### src/rtl/aopi_pkg.sv
// shared types, constants and arithmetic helpers for the odometry pose integrator
package aopi_pkg;

  localparam int unsigned WordW = 32;

  // func codes
  localparam logic [1:0] FUNC_TICK   = 2'd0;
  localparam logic [1:0] FUNC_SET    = 2'd1;
  localparam logic [1:0] FUNC_BASE   = 2'd2;
  localparam logic [1:0] FUNC_UNUSED = 2'd3;

  // config register indexes
  localparam logic [2:0] REG_V1OFF = 3'd0;
  localparam logic [2:0] REG_V2OFF = 3'd1;
  localparam logic [2:0] REG_H1OFF = 3'd2;
  localparam logic [2:0] REG_H2OFF = 3'd3;
  localparam logic [2:0] REG_PRES  = 3'd4;

  // heading source codes
  localparam logic [1:0] SRC_NONE  = 2'd0;
  localparam logic [1:0] SRC_IMU   = 2'd1;
  localparam logic [1:0] SRC_VERT  = 2'd2;
  localparam logic [1:0] SRC_HORIZ = 2'd3;

  localparam logic signed [31:0] HEADING_RST   = 32'sd102944;
  localparam logic signed [31:0] DEG_TO_RAD_Q32 = 32'sd74961321;
  localparam logic signed [31:0] RAD_TO_PHASE  = 32'sd683565276;
  localparam logic signed [33:0] CORDIC_GAIN   = 34'sd652032874;
  localparam int unsigned CordicSteps = 24;

  // cordic arctangent table, turn phase units
  function automatic logic [31:0] atan_phase(input logic [4:0] i);
    logic [31:0] r;
    begin
      unique case (i)
        5'd0: r = 32'd536870912;   5'd1: r = 32'd316933406;
        5'd2: r = 32'd167458907;   5'd3: r = 32'd85004756;
        5'd4: r = 32'd42667331;    5'd5: r = 32'd21354465;
        5'd6: r = 32'd10679838;    5'd7: r = 32'd5340245;
        5'd8: r = 32'd2670163;     5'd9: r = 32'd1335087;
        5'd10: r = 32'd667544;     5'd11: r = 32'd333772;
        5'd12: r = 32'd166886;     5'd13: r = 32'd83443;
        5'd14: r = 32'd41722;      5'd15: r = 32'd20861;
        5'd16: r = 32'd10430;      5'd17: r = 32'd5215;
        5'd18: r = 32'd2608;       5'd19: r = 32'd1304;
        5'd20: r = 32'd652;        5'd21: r = 32'd326;
        5'd22: r = 32'd163;        5'd23: r = 32'd81;
        default: r = 32'd0;
      endcase
      return r;
    end
  endfunction

  // input word fields
  typedef struct packed {
    logic signed [31:0] set_theta;
    logic signed [31:0] set_y;
    logic signed [31:0] set_x;
    logic               imu_valid;
    logic signed [31:0] imu_rotation;
    logic signed [31:0] horiz_two_dist;
    logic signed [31:0] horiz_one_dist;
    logic signed [31:0] vert_two_dist;
    logic signed [31:0] vert_one_dist;
    logic [1:0]         func;
  } in_word_t;

  // datapath step commands
  typedef enum logic [4:0] {
    OP_NONE, OP_LOAD, OP_SET, OP_BASE, OP_DELTA, OP_IMU_MUL, OP_IMU_RES,
    OP_DIV_START, OP_DIV_STEP, OP_DIV_END, OP_EST_MUL, OP_EST_ADD, OP_AVG,
    OP_SC_HALF, OP_SC_MID, OP_CORDIC, OP_SC_END, OP_CHORD_MUL, OP_CHORD_DIV,
    OP_ROT_MUL, OP_ROT_ADD
  } op_t;

  typedef struct packed {
    op_t        op;
    logic [5:0] step;
  } dp_cmd_t;

  typedef struct packed {
    logic [1:0] func;
    logic       need_div;
    logic       dth_zero;
    logic       div_done;
  } dp_stat_t;

endpackage

### src/rtl/aopi_ctrl.sv
// controller: sequences the datapath over one item and runs the handshakes
module aopi_ctrl (
  input  logic               clk,
  input  logic               rst_n,
  input  logic               in_fire,
  output logic               busy,
  output logic               done,
  output aopi_pkg::dp_cmd_t  cmd,
  input  aopi_pkg::dp_stat_t stat
);

  typedef enum logic [13:0] {
    S_IDLE  = 14'b00000000000001,
    S_DISP  = 14'b00000000000010,
    S_DELTA = 14'b00000000000100,
    S_IMUM  = 14'b00000000001000,
    S_IMUR  = 14'b00000000010000,
    S_DIV   = 14'b00000000100000,
    S_EST   = 14'b00000001000000,
    S_AVG   = 14'b00000010000000,
    S_SCH   = 14'b00000100000000,
    S_CRD   = 14'b00001000000000,
    S_CHORD = 14'b00010000000000,
    S_SCM   = 14'b00100000000000,
    S_ROT   = 14'b01000000000000,
    S_DONE  = 14'b10000000000000
  } state_t;

  state_t     st_r, st_nxt;
  logic [5:0] cnt_r, cnt_nxt;
  logic       mid_r, mid_nxt;
  logic [2:0] ph_r, ph_nxt;

  always_ff @(posedge clk) begin
    if (!rst_n) begin
      st_r <= S_IDLE;
      cnt_r <= '0;
      mid_r <= 1'b0;
      ph_r <= '0;
    end else begin
      st_r <= st_nxt;
      cnt_r <= cnt_nxt;
      mid_r <= mid_nxt;
      ph_r <= ph_nxt;
    end
  end

  // next state and command
  always_comb begin
    st_nxt = st_r;
    cnt_nxt = cnt_r;
    mid_nxt = mid_r;
    ph_nxt = ph_r;
    cmd.op = aopi_pkg::OP_NONE;
    cmd.step = cnt_r;
    busy = 1'b1;
    done = 1'b0;
    unique case (st_r)
      S_IDLE: begin
        busy = 1'b0;
        if (in_fire) begin
          cmd.op = aopi_pkg::OP_LOAD;
          st_nxt = S_DISP;
        end
      end
      S_DISP: begin
        priority if (stat.func == aopi_pkg::FUNC_TICK) st_nxt = S_DELTA;
        else if (stat.func == aopi_pkg::FUNC_SET) begin
          cmd.op = aopi_pkg::OP_SET;
          st_nxt = S_DONE;
        end else if (stat.func == aopi_pkg::FUNC_BASE) begin
          cmd.op = aopi_pkg::OP_BASE;
          st_nxt = S_DONE;
        end else st_nxt = S_DONE;
      end
      S_DELTA: begin
        cmd.op = aopi_pkg::OP_DELTA;
        st_nxt = S_IMUM;
      end
      S_IMUM: begin
        cmd.op = aopi_pkg::OP_IMU_MUL;
        st_nxt = S_IMUR;
      end
      S_IMUR: begin
        cmd.op = aopi_pkg::OP_IMU_RES;
        if (stat.need_div) begin
          ph_nxt = 3'd0;
          st_nxt = S_DIV;
        end else st_nxt = S_EST;
      end
      // ph 0 start, 1 steps, 2 finish
      S_DIV: begin
        unique case (ph_r)
          3'd0: begin
            cmd.op = aopi_pkg::OP_DIV_START;
            ph_nxt = 3'd1;
          end
          3'd1: begin
            cmd.op = aopi_pkg::OP_DIV_STEP;
            if (stat.div_done) ph_nxt = 3'd2;
          end
          default: begin
            cmd.op = aopi_pkg::OP_DIV_END;
            st_nxt = S_EST;
          end
        endcase
      end
      S_EST: begin
        cmd.op = aopi_pkg::OP_EST_MUL;
        st_nxt = S_AVG;
      end
      S_AVG: begin
        cmd.op = aopi_pkg::OP_AVG;
        st_nxt = S_SCH;
      end
      S_SCH: begin
        cmd.op = aopi_pkg::OP_SC_HALF;
        cnt_nxt = '0;
        mid_nxt = 1'b0;
        st_nxt = S_CRD;
      end
      S_CRD: begin
        if (cnt_r < 6'(aopi_pkg::CordicSteps)) begin
          cmd.op = aopi_pkg::OP_CORDIC;
          cnt_nxt = cnt_r + 6'd1;
        end else begin
          cmd.op = aopi_pkg::OP_SC_END;
          ph_nxt = 3'd0;
          priority if (mid_r) st_nxt = S_ROT;
          else if (stat.dth_zero) st_nxt = S_SCM;
          else st_nxt = S_CHORD;
        end
      end
      // chord: mul, then two divides (forward, right)
      S_CHORD: begin
        unique case (ph_r)
          3'd0: begin
            cmd.op = aopi_pkg::OP_CHORD_MUL;
            ph_nxt = 3'd1;
          end
          3'd1, 3'd4: begin
            cmd.op = aopi_pkg::OP_CHORD_DIV;
            cmd.step = (ph_r == 3'd1) ? 6'd0 : 6'd1;
            ph_nxt = ph_r + 3'd1;
          end
          3'd2, 3'd5: begin
            cmd.op = aopi_pkg::OP_DIV_STEP;
            if (stat.div_done) ph_nxt = ph_r + 3'd1;
          end
          3'd3: begin
            cmd.op = aopi_pkg::OP_DIV_END;
            ph_nxt = 3'd4;
          end
          default: begin
            cmd.op = aopi_pkg::OP_DIV_END;
            st_nxt = S_SCM;
          end
        endcase
      end
      S_SCM: begin
        cmd.op = aopi_pkg::OP_SC_MID;
        cnt_nxt = '0;
        mid_nxt = 1'b1;
        st_nxt = S_CRD;
      end
      S_ROT: begin
        if (ph_r == 3'd0) begin
          cmd.op = aopi_pkg::OP_ROT_MUL;
          ph_nxt = 3'd1;
        end else begin
          cmd.op = aopi_pkg::OP_ROT_ADD;
          st_nxt = S_DONE;
        end
      end
      S_DONE: begin
        done = 1'b1;
        st_nxt = S_IDLE;
      end
      default: st_nxt = S_IDLE;
    endcase
  end

endmodule

### config.mk
export PLATFORM = sky130hd
export DESIGN_NAME = aopi_ctrl
export DESIGN_NICKNAME = d
export VERILOG_FILES = /design/src/rtl/aopi_pkg.sv /design/src/rtl/aopi_ctrl.sv
export SDC_FILE = /design/constraint.sdc
export NUM_CORES = 1
export LEC_CHECK = 0
export BUFFER_PORTS_ARGS = -buffer_cell sky130_fd_sc_hd__buf_2
export CORE_MARGIN = 2
export CORE_UTILIZATION = 61
export CTS_BUF_LIST = sky130_fd_sc_hd__clkbuf_8
export CTS_CLUSTER_SIZE = 25
export DETAILED_ROUTE_END_ITERATION = 7
export PLACE_DENSITY_LB_ADDON = 0.25
export SLEW_MARGIN = 20
export SYNTH_ARGS = -nofsm -noshare
export SYNTH_HDL_FRONTEND = slang
export SYNTH_SLANG_ARGS = --single-unit
### constraint.sdc
create_clock -name clk -period 6.2 [get_ports clk]
set_clock_uncertainty 0.15 [all_clocks]
set_input_delay 0.31 -clock clk [delete_from_list [all_inputs] [get_ports clk]]
set_output_delay 0.31 -clock clk [all_outputs]
set_load 0.01 [all_outputs]
Word-level counts from Yosys, hierarchy flattened. Index checks and enable logic that the tools add are counted.

Register bits: 24. Word-level logic and storage cells: 88.

Reduce and logical (&&, ||, !) cells: 13. $lt $le $gt $ge: 1. Eq/ne operators: 33. Add/sub/neg operators: 2. Multiplexer cells: 35.

Operators by type and width (number): 14-bit one-hot mux with 12 select lines (1); 14-bit 2-to-1 mux (6); 5-bit one-hot mux with 13 select lines (1); 3-bit 2-to-1 mux (6); 6-bit 2-to-1 mux (3); 2-bit != test (second input constant) (8); 3-bit one-hot mux with 5 select lines (1); 5-bit one-hot mux with 3 select lines (1); 14-bit by 1-bit equality test with 1-bit output (second input constant) (1); 14-bit by 10-bit equality test with 1-bit output (second input constant) (1); 14-bit by 11-bit equality test with 1-bit output (second input constant) (1); 14-bit by 12-bit equality test with 1-bit output (second input constant) (1); 14-bit by 13-bit equality test with 1-bit output (second input constant) (1); 14-bit equality test (second input constant) (1); 14-bit by 2-bit equality test with 1-bit output (second input constant) (1); 14-bit by 3-bit equality test with 1-bit output (second input constant) (1); 14-bit by 4-bit equality test with 1-bit output (second input constant) (1); 14-bit by 5-bit equality test with 1-bit output (second input constant) (1); 14-bit by 6-bit equality test with 1-bit output (second input constant) (1); 14-bit by 7-bit equality test with 1-bit output (second input constant) (1); 14-bit by 8-bit equality test with 1-bit output (second input constant) (1); 14-bit by 9-bit equality test with 1-bit output (second input constant) (1); 13-bit 2-to-1 mux (1); 12-bit 2-to-1 mux (1); 28 further kinds (41).

Logic depth before layout (Yosys ltp). Gate-level depths: netlist of the first run.

Depth in word-level cells: 5. Gate-level depth with buffers: 9. Gate-level depth less buffers: 7.

Least setup slack after synthesis of the first run. OpenSTA, ideal clock, no wires.

Path type: reg-to-reg. Start: register st_r[4]. End: register cnt_r[2]. Cell stages (with the launch flop): 8. Clock period less this slack: 2628 ps. Slack: 3572 ps. Path buffers: 2. Setup time: 70 ps. Data arrival time: 2408 ps. Cells stage by stage: dfxtp_1 > buf_4 > or4_1 > or4_4 > buf_6 > o32a_4 > or3_1 > a21oi_1.

Cells in the longest elaborated chain, start to end: 4.

RTL lines: from (decl) (RTL line aopi_ctrl.sv:29) `state_t st_r, st_nxt;`; from (signal assigned) (RTL line aopi_ctrl.sv:41) `st_r <= st_nxt;`; 14-bit by 12-bit equality test with 1-bit output or 14-bit by 9-bit equality test with 1-bit output (tied branches) (RTL line aopi_ctrl.sv:58) `unique case (st_r)`; 2-bit OR reduction (no line); 2-bit nonzero test (no line); 2-bit AND reduction (no line); to (signal assigned) (RTL line aopi_ctrl.sv:42) `cnt_r <= cnt_nxt;`; to (decl) (RTL line aopi_ctrl.sv:30) `logic [5:0] cnt_r, cnt_nxt;`.

Parallel ways exist; a longest one is shown, timed or not. A chain may end at the register's enable or synchronous reset.

==> impl_metrics.tcl, run 1 <==
set metrics [dict create \
    status "completed" \
    critPathLaunchType "flip-flop" \
    relSlewSlack_pct 54.5 \
    grt_pass1_vias 1561 \
    synthDistinctLibCells 54 \
    rsz0062_at_grt "false" \
    drtIter0Drc 183 \
    critPathKind "reg2out" \
    ios 21 \
    worst_slew_pin_slew_ps 677 \
    cp_slowest_cell "nor2_1" \
    dp_cells 279 \
    n_antenna_cell 0 \
    crit_chain "nor3_1 -> nand4_1 -> nor2_1 -> mux2_2 -> buf_2" \
    ys_seq_area_share_pct 25.8 \
    cts_tree "yes" \
    ys_async_sr_fraction_pct 0 \
    slew_viol_final 0 \
    whs_path_depth 3 \
    syn-instance-count 240 \
    synth-edff-count 0 \
    gr-usage-all-layers_pct 27.0 \
    dr.pass1.iters 4 \
    fmax_mhz 299 \
    vias 1778 \
    dieWidth_um 59.3 \
    r2r.worst_path.cells 5 \
    layout-drive-gt1-share_pct 13.6 \
    instances_no_fill 283 \
    post_cts_buffers 0 \
    cp_data_required_time_ps 5740 \
    fin_crit_ps 3340 \
    via_per_inst 6.28 \
    synthesis.area_um2 1860 \
    grt_pass1_wl_mm 7.30 \
    cts_root_buffer "clkbuf_8" \
    die_h_um 59.3 \
    p_per_area_nw_per_um2 165 \
    dp_slack_ps 3220 \
    drtAntennaViolNets 0 \
    synth_ff_type "dfxtp_1" \
    slowest_delay_ps 580 \
    synth_area_per_cell_um2 7.77 \
    grt_overflow 0 \
    drc 0 \
    areaGrowthSynthToFinish_pct 6.98 \
    min_path_type "in2reg" \
    crit_path_end_kind "output pin" \
    setup_tns_ps 0 \
    cts_hold_buf 0 \
    irDropWorstVdd_v 0.000133 \
    fin_crit_sh_pct 53.9 \
    detailedPlacementHpwl_mm 3.42 \
    fin_nets 270 \
    cp.arrival_ps 2880 \
    htreeDepth 1 \
    antenna_found_initial 0 \
    hold_violations 0 \
    worst_hold_slack_ps 146 \
    clock-sinks 24 \
    clk_pin_slew_ps 90 \
    cts_buffers 3 \
    setup_viol 0 \
    grt_max_degree 16 \
    ys_seq_elements 24 \
    ctsResizeCount 0 \
    wirelength_mm 4.46 \
    timing.max_cap.violations 0 \
    coreArea_um2 2980 \
    gp_congestion 1.03 \
    clk-insertion-delay-late_ps 270 \
    max-clock-path-buffers 2 \
    fin_ws_ps 2860 \
    initial_core_util_pct 62.6 \
    rows 20 \
    finalPower_mw 0.330 \
    numPortBuffers 20 \
    synthesis.nets 259 \
    ys_warn_count 0 \
    p_leak_nw 0.794 \
    crit_fanout 11 \
    wire_per_inst_um 15.8 \
    die-area_um2 3510 \
]
layout by cell type (no fill, tap or decap), types with 7 or more instances in the layout:
cell,Yosys,routed
nor2_1,31,31
dfxtp_1,24,24
buf_2,2,20
inv_1,16,16
nand2_1,13,13
a21oi_1,12,12
ha_1,11,11
or3_1,8,8
o21ai_0,8,8
nand4_1,7,7
nand2b_1,7,7
synth_stat cells, types with 4 or more instances:
cell / number / share of area [%]
clkbuf_1: 10 / 2.0
nor3_1: 6 / 1.6
nand3_1: 5 / 1.3
o22ai_1: 5 / 1.7
nand2_1: 13 / 2.6
or4_1: 4 / 1.6
a21oi_1: 12 / 3.2
nor2b_1: 5 / 1.7
inv_1: 16 / 3.2
mux2i_1: 5 / 2.7
nor2_1: 31 / 6.2
ha_1: 11 / 7.4
nor4_1: 6 / 2.0
o21ai_0: 8 / 2.1
dfxtp_1: 24 / 26
or3_1: 8 / 2.7
nand4_1: 7 / 2.3
nand2b_1: 7 / 2.3
kinds of logic (layout without fill, tap and decap cells):
family,count (synthesis),after routing,share of synthesized area [%]
and+or+nand+nor,110,110,32.7
DFF,24,24,25.8
buffers and inverters,30,40,6.78
AOI/OAI and AO/OA,53,53,21.0
adders and majority gates,11,11,7.38
xor gates and xnor gates,4,4,1.88
muxes,8,8,4.50
per-stage QoR:
step	util, %	instance area (um2)
4_1_cts	67.0	1990
3_3_place_gp	65.1	1940
5_1_grt	67.0	1990
3_5_place_dp	65.1	1940
2_1_floorplan	-	1860
6_report	67.0	1990
final timing paths:
path | from | end | slack (ps)
max | st_r[13] | cmd[0] | 2860
min | stat[1] | st_r[11] | 150
max reg2reg | st_r[13] | ph_r[2] | 3320
min reg2reg | cnt_r[5] | cnt_r[5] | 310
layer usage:
metal | up-vias | wire [um] | global-route usage, %
li1 | 906 | - | -
met1 | 782 | 2130 | 40.4
met2 | 77 | 1890 | 38.9
met3 | 13 | 322 | 4.15
met4 | 0 | 125 | 9.74
met5 | - | 0 | 0
report_power, final:
part | switching, mW | internal [mW]
clock | 0.0527 | 0.0568
sequential | 0.00402 | 0.157
combinational | 0.0369 | 0.0220
registers in the layout (all words and copies together), names as in the netlist:
register / cells
st_r: 14
cnt_r: 6
ph_r: 3
mid_r: 1
cell type report:
class                           count  area [um2]
Fill cell                         267         983
Tap cell                           33        41.3
Multi-Input combinational cell    186        1260
Timing Repair Buffer               20         100
Clock buffer                        4        55.1
Sequential cell                    24         480
Inverter                           16        60.1
worst max-delay path: cells and delay by family (launching register included):
family / cells / cell delay [ps]
simple gates: 3 / 1670
flops: 1 / 420
mux: 1 / 390
buf+inv: 1 / 140
(Power assumes the default switching activity.)
==> run 2, diff against run 1 <==
- clock period: 6.2 -> 3.3 ns (I/O delays scaled with it)
==> impl_metrics.tcl, run 2 (same netlist as run 1, synthesis figures left out) <==
set metrics [dict create \
    clk_pin_slew_ps 90 \
    n_antenna_cell 0 \
    irDropWorstVdd_v 0.000282 \
    cp_data_required_time_ps 2980 \
    critPathLaunchType "flip-flop" \
    grt_overflow 0 \
    r2r.worst_path.cells 5 \
    detailedPlacementHpwl_mm 3.55 \
    layout-drive-gt1-share_pct 14.6 \
    fmax_mhz 329 \
    p_leak_nw 0.809 \
    cts_hold_buf 0 \
    vias 1847 \
    r2r-end "st_r[12]" \
    wirelength_mm 4.57 \
    numPortBuffers 20 \
    via_per_inst 6.46 \
    status "completed" \
    drc 0 \
    setup_tns_ps 0 \
    drtAntennaViolNets 0 \
    clk-insertion-delay-late_ps 270 \
    slew_viol_final 0 \
    rows 20 \
    final_cell_area_um2 2020 \
    grt_pass1_wl_mm 7.62 \
    dr.pass1.iters 4 \
    min_path_type "in2reg" \
    cp_slowest_cell "or4_1" \
    crit_start "st_r[0]" \
    cts_root_buffer "clkbuf_8" \
    hold_violations 0 \
    areaGrowthSynthToFinish_pct 8.19 \
    post_dp_cell_area_um2 1960 \
    cts_tree "yes" \
    ios 21 \
    drtIter0Drc 147 \
    top_regs "st_r x14, cnt_r x6, ph_r x3" \
    die-area_um2 3510 \
    cts_buffers 3 \
    p_per_area_nw_per_um2 308 \
    crit_fanout 9 \
    nFillCells 264 \
    post_cts_buffers 0 \
    r2r_slack_ps 530 \
    relSlewSlack_pct 56.8 \
    fin_nets 273 \
    critPathKind "reg2out" \
    r2r_start "st_r[0]" \
    layout_commonest_cell "nor2_1" \
    gr-usage-all-layers_pct 28.4 \
    dieWidth_um 59.3 \
    wire_per_inst_um 16.0 \
    whs_path_depth 3 \
    grt_max_degree 16 \
    worst_slew_pin_slew_ps 643 \
    timing.max_cap.violations 0 \
    finalPower_mw 0.622 \
    initial_core_util_pct 62.6 \
    largest_reg_flops 14 \
    ctsResizeCount 0 \
    htreeDepth 1 \
    gp_congestion 0.976 \
    cp.arrival_ps 2720 \
    utilization_pct 67.7 \
    slowest_delay_ps 650 \
    holdPathEnd "st_r[11]" \
    setup_viol 0 \
    clock-sinks 24 \
    fin_crit_ps 3040 \
    coreArea_um2 2980 \
    fin_crit_sh_pct 92.1 \
    layout_common_cells "nor2_1 (31), dfxtp_1 (24), buf_2 (20)" \
    die_h_um 59.3 \
    worst_hold_slack_ps 9.51 \
    rsz0062_at_grt "false" \
    antenna_found_initial 0 \
    crit_chain "or4_1 -> or4_4 -> nor4b_1 -> a21oi_1 -> nand4_1 -> buf_2" \
    grt_pass1_vias 1619 \
    crit_path_end_kind "output pin" \
    holdCritStartpoint "stat[1]" \
    max-clock-path-buffers 2 \
    regMostFlops "st_r" \
]
[run 2: cell types whose count changed in the layout (fill, tap and decap cells not counted)]
cell and delta:
buf_4 +3
[run 2: layout make-up]
class	count	area, um2	share of cell area [%]
Timing Repair Buffer	23	123	6.08
Sequential cell	24	480	23.8
Multi-Input combinational cell	186	1260	62.3
Inverter	16	60.1	2.98
Clock buffer	4	55.1	2.73
Tap cell	33	41.3	2.05
[run 2: worst max-delay path by stage]
stage	endpoint	slack, ps	cells after the start
after CTS	cmd[8]	300	6
after detailed placement	cnt_r[3]	560	5
after global routing	cmd[7]	100	6
after floorplan	cnt_r[2]	670	7
final	cmd[8]	260	6
after global placement	cnt_r[3]	610	5
[run 2: worst max-delay path: cells and delay by family (launching register included)]
family                 cells  cell delay [ps]
AND/OR/NAND/NOR            4             1840
flip-flops                 1              350
buffers and inverters      1              140
AO/OA/AOI/OAI              1              120
[run 2: metrics by stage]
| stage | instances | setup WS, ps |
|---|---|---|
| 2_1_floorplan | 240 | 672 |
| 5_1_grt | 286 | 103 |
| 3_5_place_dp | 282 | 560 |
| 4_1_cts | 286 | 301 |
| 6_report | 286 | 260 |
| 3_3_place_gp | 282 | 606 |
[run 2: routing by layer]
| metal | routed length, um | vias to the layer above | global-route usage [%] |
|---|---|---|---|
| met5 | 0 | - | 0 |
| met4 | 159 | 0 | 12.3 |
| met3 | 314 | 15 | 4.37 |
| met2 | 2050 | 83 | 43.6 |
| met1 | 2050 | 838 | 39.2 |
| li1 | - | 911 | - |
[run 2: report_power, final]
group          switching [mW]  leakage (nW)  internal (mW)
sequential            0.00775         0.194          0.295
combinational          0.0676         0.586         0.0444
clock                  0.0998        0.0288          0.107
total                   0.175         0.809          0.446
==> run 3, diff against run 2 <==
- BUFFER_PORTS_ARGS: -buffer_cell sky130_fd_sc_hd__buf_2 -> default
- DONT_BUFFER_PORTS: default -> 1
==> impl_metrics.tcl, run 3 (same netlist as run 1, synthesis figures left out) <==
set metrics [dict create \
    crit_path_end_kind "flip-flop" \
    crit_fanout 7 \
    fin_crit_ps 3050 \
    dieWidth_um 59.3 \
    cts_buffers 3 \
    fin_crit_sh_pct 92.3 \
    cts_hold_buf 4 \
    htreeDepth 1 \
    switching_share_pct 27.9 \
    detailedPlacementHpwl_mm 3.45 \
    ctsResizeCount 0 \
    wirelength_mm 4.49 \
    slew_viol_final 0 \
    via_per_inst 6.71 \
    path_buf_inv 1 \
    drtIter0Drc 153 \
    min_path_type "in2reg" \
    layout-drive-gt1-share_pct 7.17 \
    met1_length_mm 1.96 \
    setup_viol 0 \
    gr-usage-all-layers_pct 26.9 \
    grt_pass1_vias 1564 \
    layout_commonest_cell "nor2_1" \
    grt_overflow 0 \
    drc 0 \
    p_leak_nw 0.726 \
    gp_congestion 0.965 \
    wire_per_inst_um 16.6 \
    antenna_found_initial 0 \
    grt_pass1_wl_mm 7.07 \
    fmax_mhz 328 \
    timing.max_cap.violations 0 \
    p_per_area_nw_per_um2 296 \
    cp_slowest_cell "or4_1" \
    irDropWorstVdd_v 0.000252 \
    largest_reg_flops 14 \
    cp_top_family "simple AND/OR/NAND/NOR gates" \
    cp.arrival_ps 3050 \
    die_h_um 59.3 \
    p_switching_mw 0.161 \
    cts_tree "yes" \
    initial_core_util_pct 62.6 \
    rows 20 \
    rsz0062_at_grt "false" \
    post_dp_cell_area_um2 1870 \
    top_regs "st_r x14, cnt_r x6, ph_r x3" \
    post_cts_buffers 0 \
    dr_wl_met3_um 352 \
    drtAntennaViolNets 0 \
    cp_data_required_time_ps 3310 \
    final_cell_area_um2 1950 \
    status "completed" \
    finalPower_mw 0.578 \
    max-clock-path-buffers 2 \
    areaGrowthSynthToFinish_pct 4.63 \
    combinationalPowerShare_pct 18.1 \
    worst_slew_pin_slew_ps 613 \
    crit_chain "or4_1 -> or4_1 -> o22ai_1 -> nor4_1 -> o21a_1 -> dlygate4sd3_1" \
    ios 21 \
    wl_met2_mm 2.06 \
    path_common_cell "or4_1" \
    die-area_um2 3510 \
    clock-sinks 24 \
    vias 1812 \
    n_antenna_cell 0 \
    slowest_delay_ps 700 \
    critPathLaunchType "flip-flop" \
    numPortBuffers 0 \
    dr.pass1.iters 4 \
    clk-insertion-delay-late_ps 270 \
    maxUsedRoutingLayer "met4" \
    regMostFlops "st_r" \
    layout_common_cells "nor2_1 (31), dfxtp_1 (24), inv_1 (16)" \
    fin_nets 258 \
    cts_root_buffer "clkbuf_8" \
    relSlewSlack_pct 59.0 \
    critPathKind "reg2reg" \
    power_frac_seq_pct 52.3 \
    grt_max_degree 16 \
    p_clk_share_pct 29.6 \
    hold_violations 0 \
    coreArea_um2 2980 \
    intPower_mw 0.417 \
    clk_pin_slew_ps 80 \
    setup_tns_ps 0 \
]
## run 3: cell count changes in the layout (fill, tap and decap cells not counted)
| cell | previous run | this run |
|---|---|---|
| buf_2 | 20 | 0 |
| buf_4 | 3 | 4 |
| clkbuf_8 | 4 | 3 |
| dlygate4sd3_1 | 0 | 4 |
## run 3: worst paths after layout
kind / slack [ps] / cells after the start / end / start
worst max-delay path: 250 / 6 / st_r[10] / st_r[0]
worst min-delay path: 20 / 2 / st_r[0] / in_fire
worst max register to register: 250 / 6 / st_r[10] / st_r[0]
worst min register to register: 310 / 2 / cnt_r[5] / cnt_r[5]
## run 3: power groups by stage
stage,sequential (mW),clock (mW),combinational (mW)
floorplan,0.307,0,0.0879
global route,0.303,0.187,0.114
detailed placement,0.309,0,0.0978
CTS,0.302,0.176,0.103
global placement,0.308,0,0.0982
finish,0.302,0.171,0.104
## run 3: area by class of cell
cell class,instances,area [um2]
timing repair buffer,8,70.1
inverter,16,60.1
tap,33,41.3
multi-input combinational,186,1260
clock buffer,3,41.3
fill,256,1030
sequential,24,480
## run 3: per-stage QoR
stage	instances	utilization (%)	hold WS [ps]	worst slack, ps
global placement	263	62.8	140	595
finish	270	65.5	16.3	254
detailed placement	263	62.8	145	584
CTS	270	65.5	12.6	285
global route	270	65.5	26.5	181
floorplan	240	-	155	672
## run 3: per-layer routing
layer	up-vias	global-route usage [%]
met1	851	34.0
met3	11	6.55
li1	878	-
met5	-	0
met4	0	8.77
met2	72	44.7
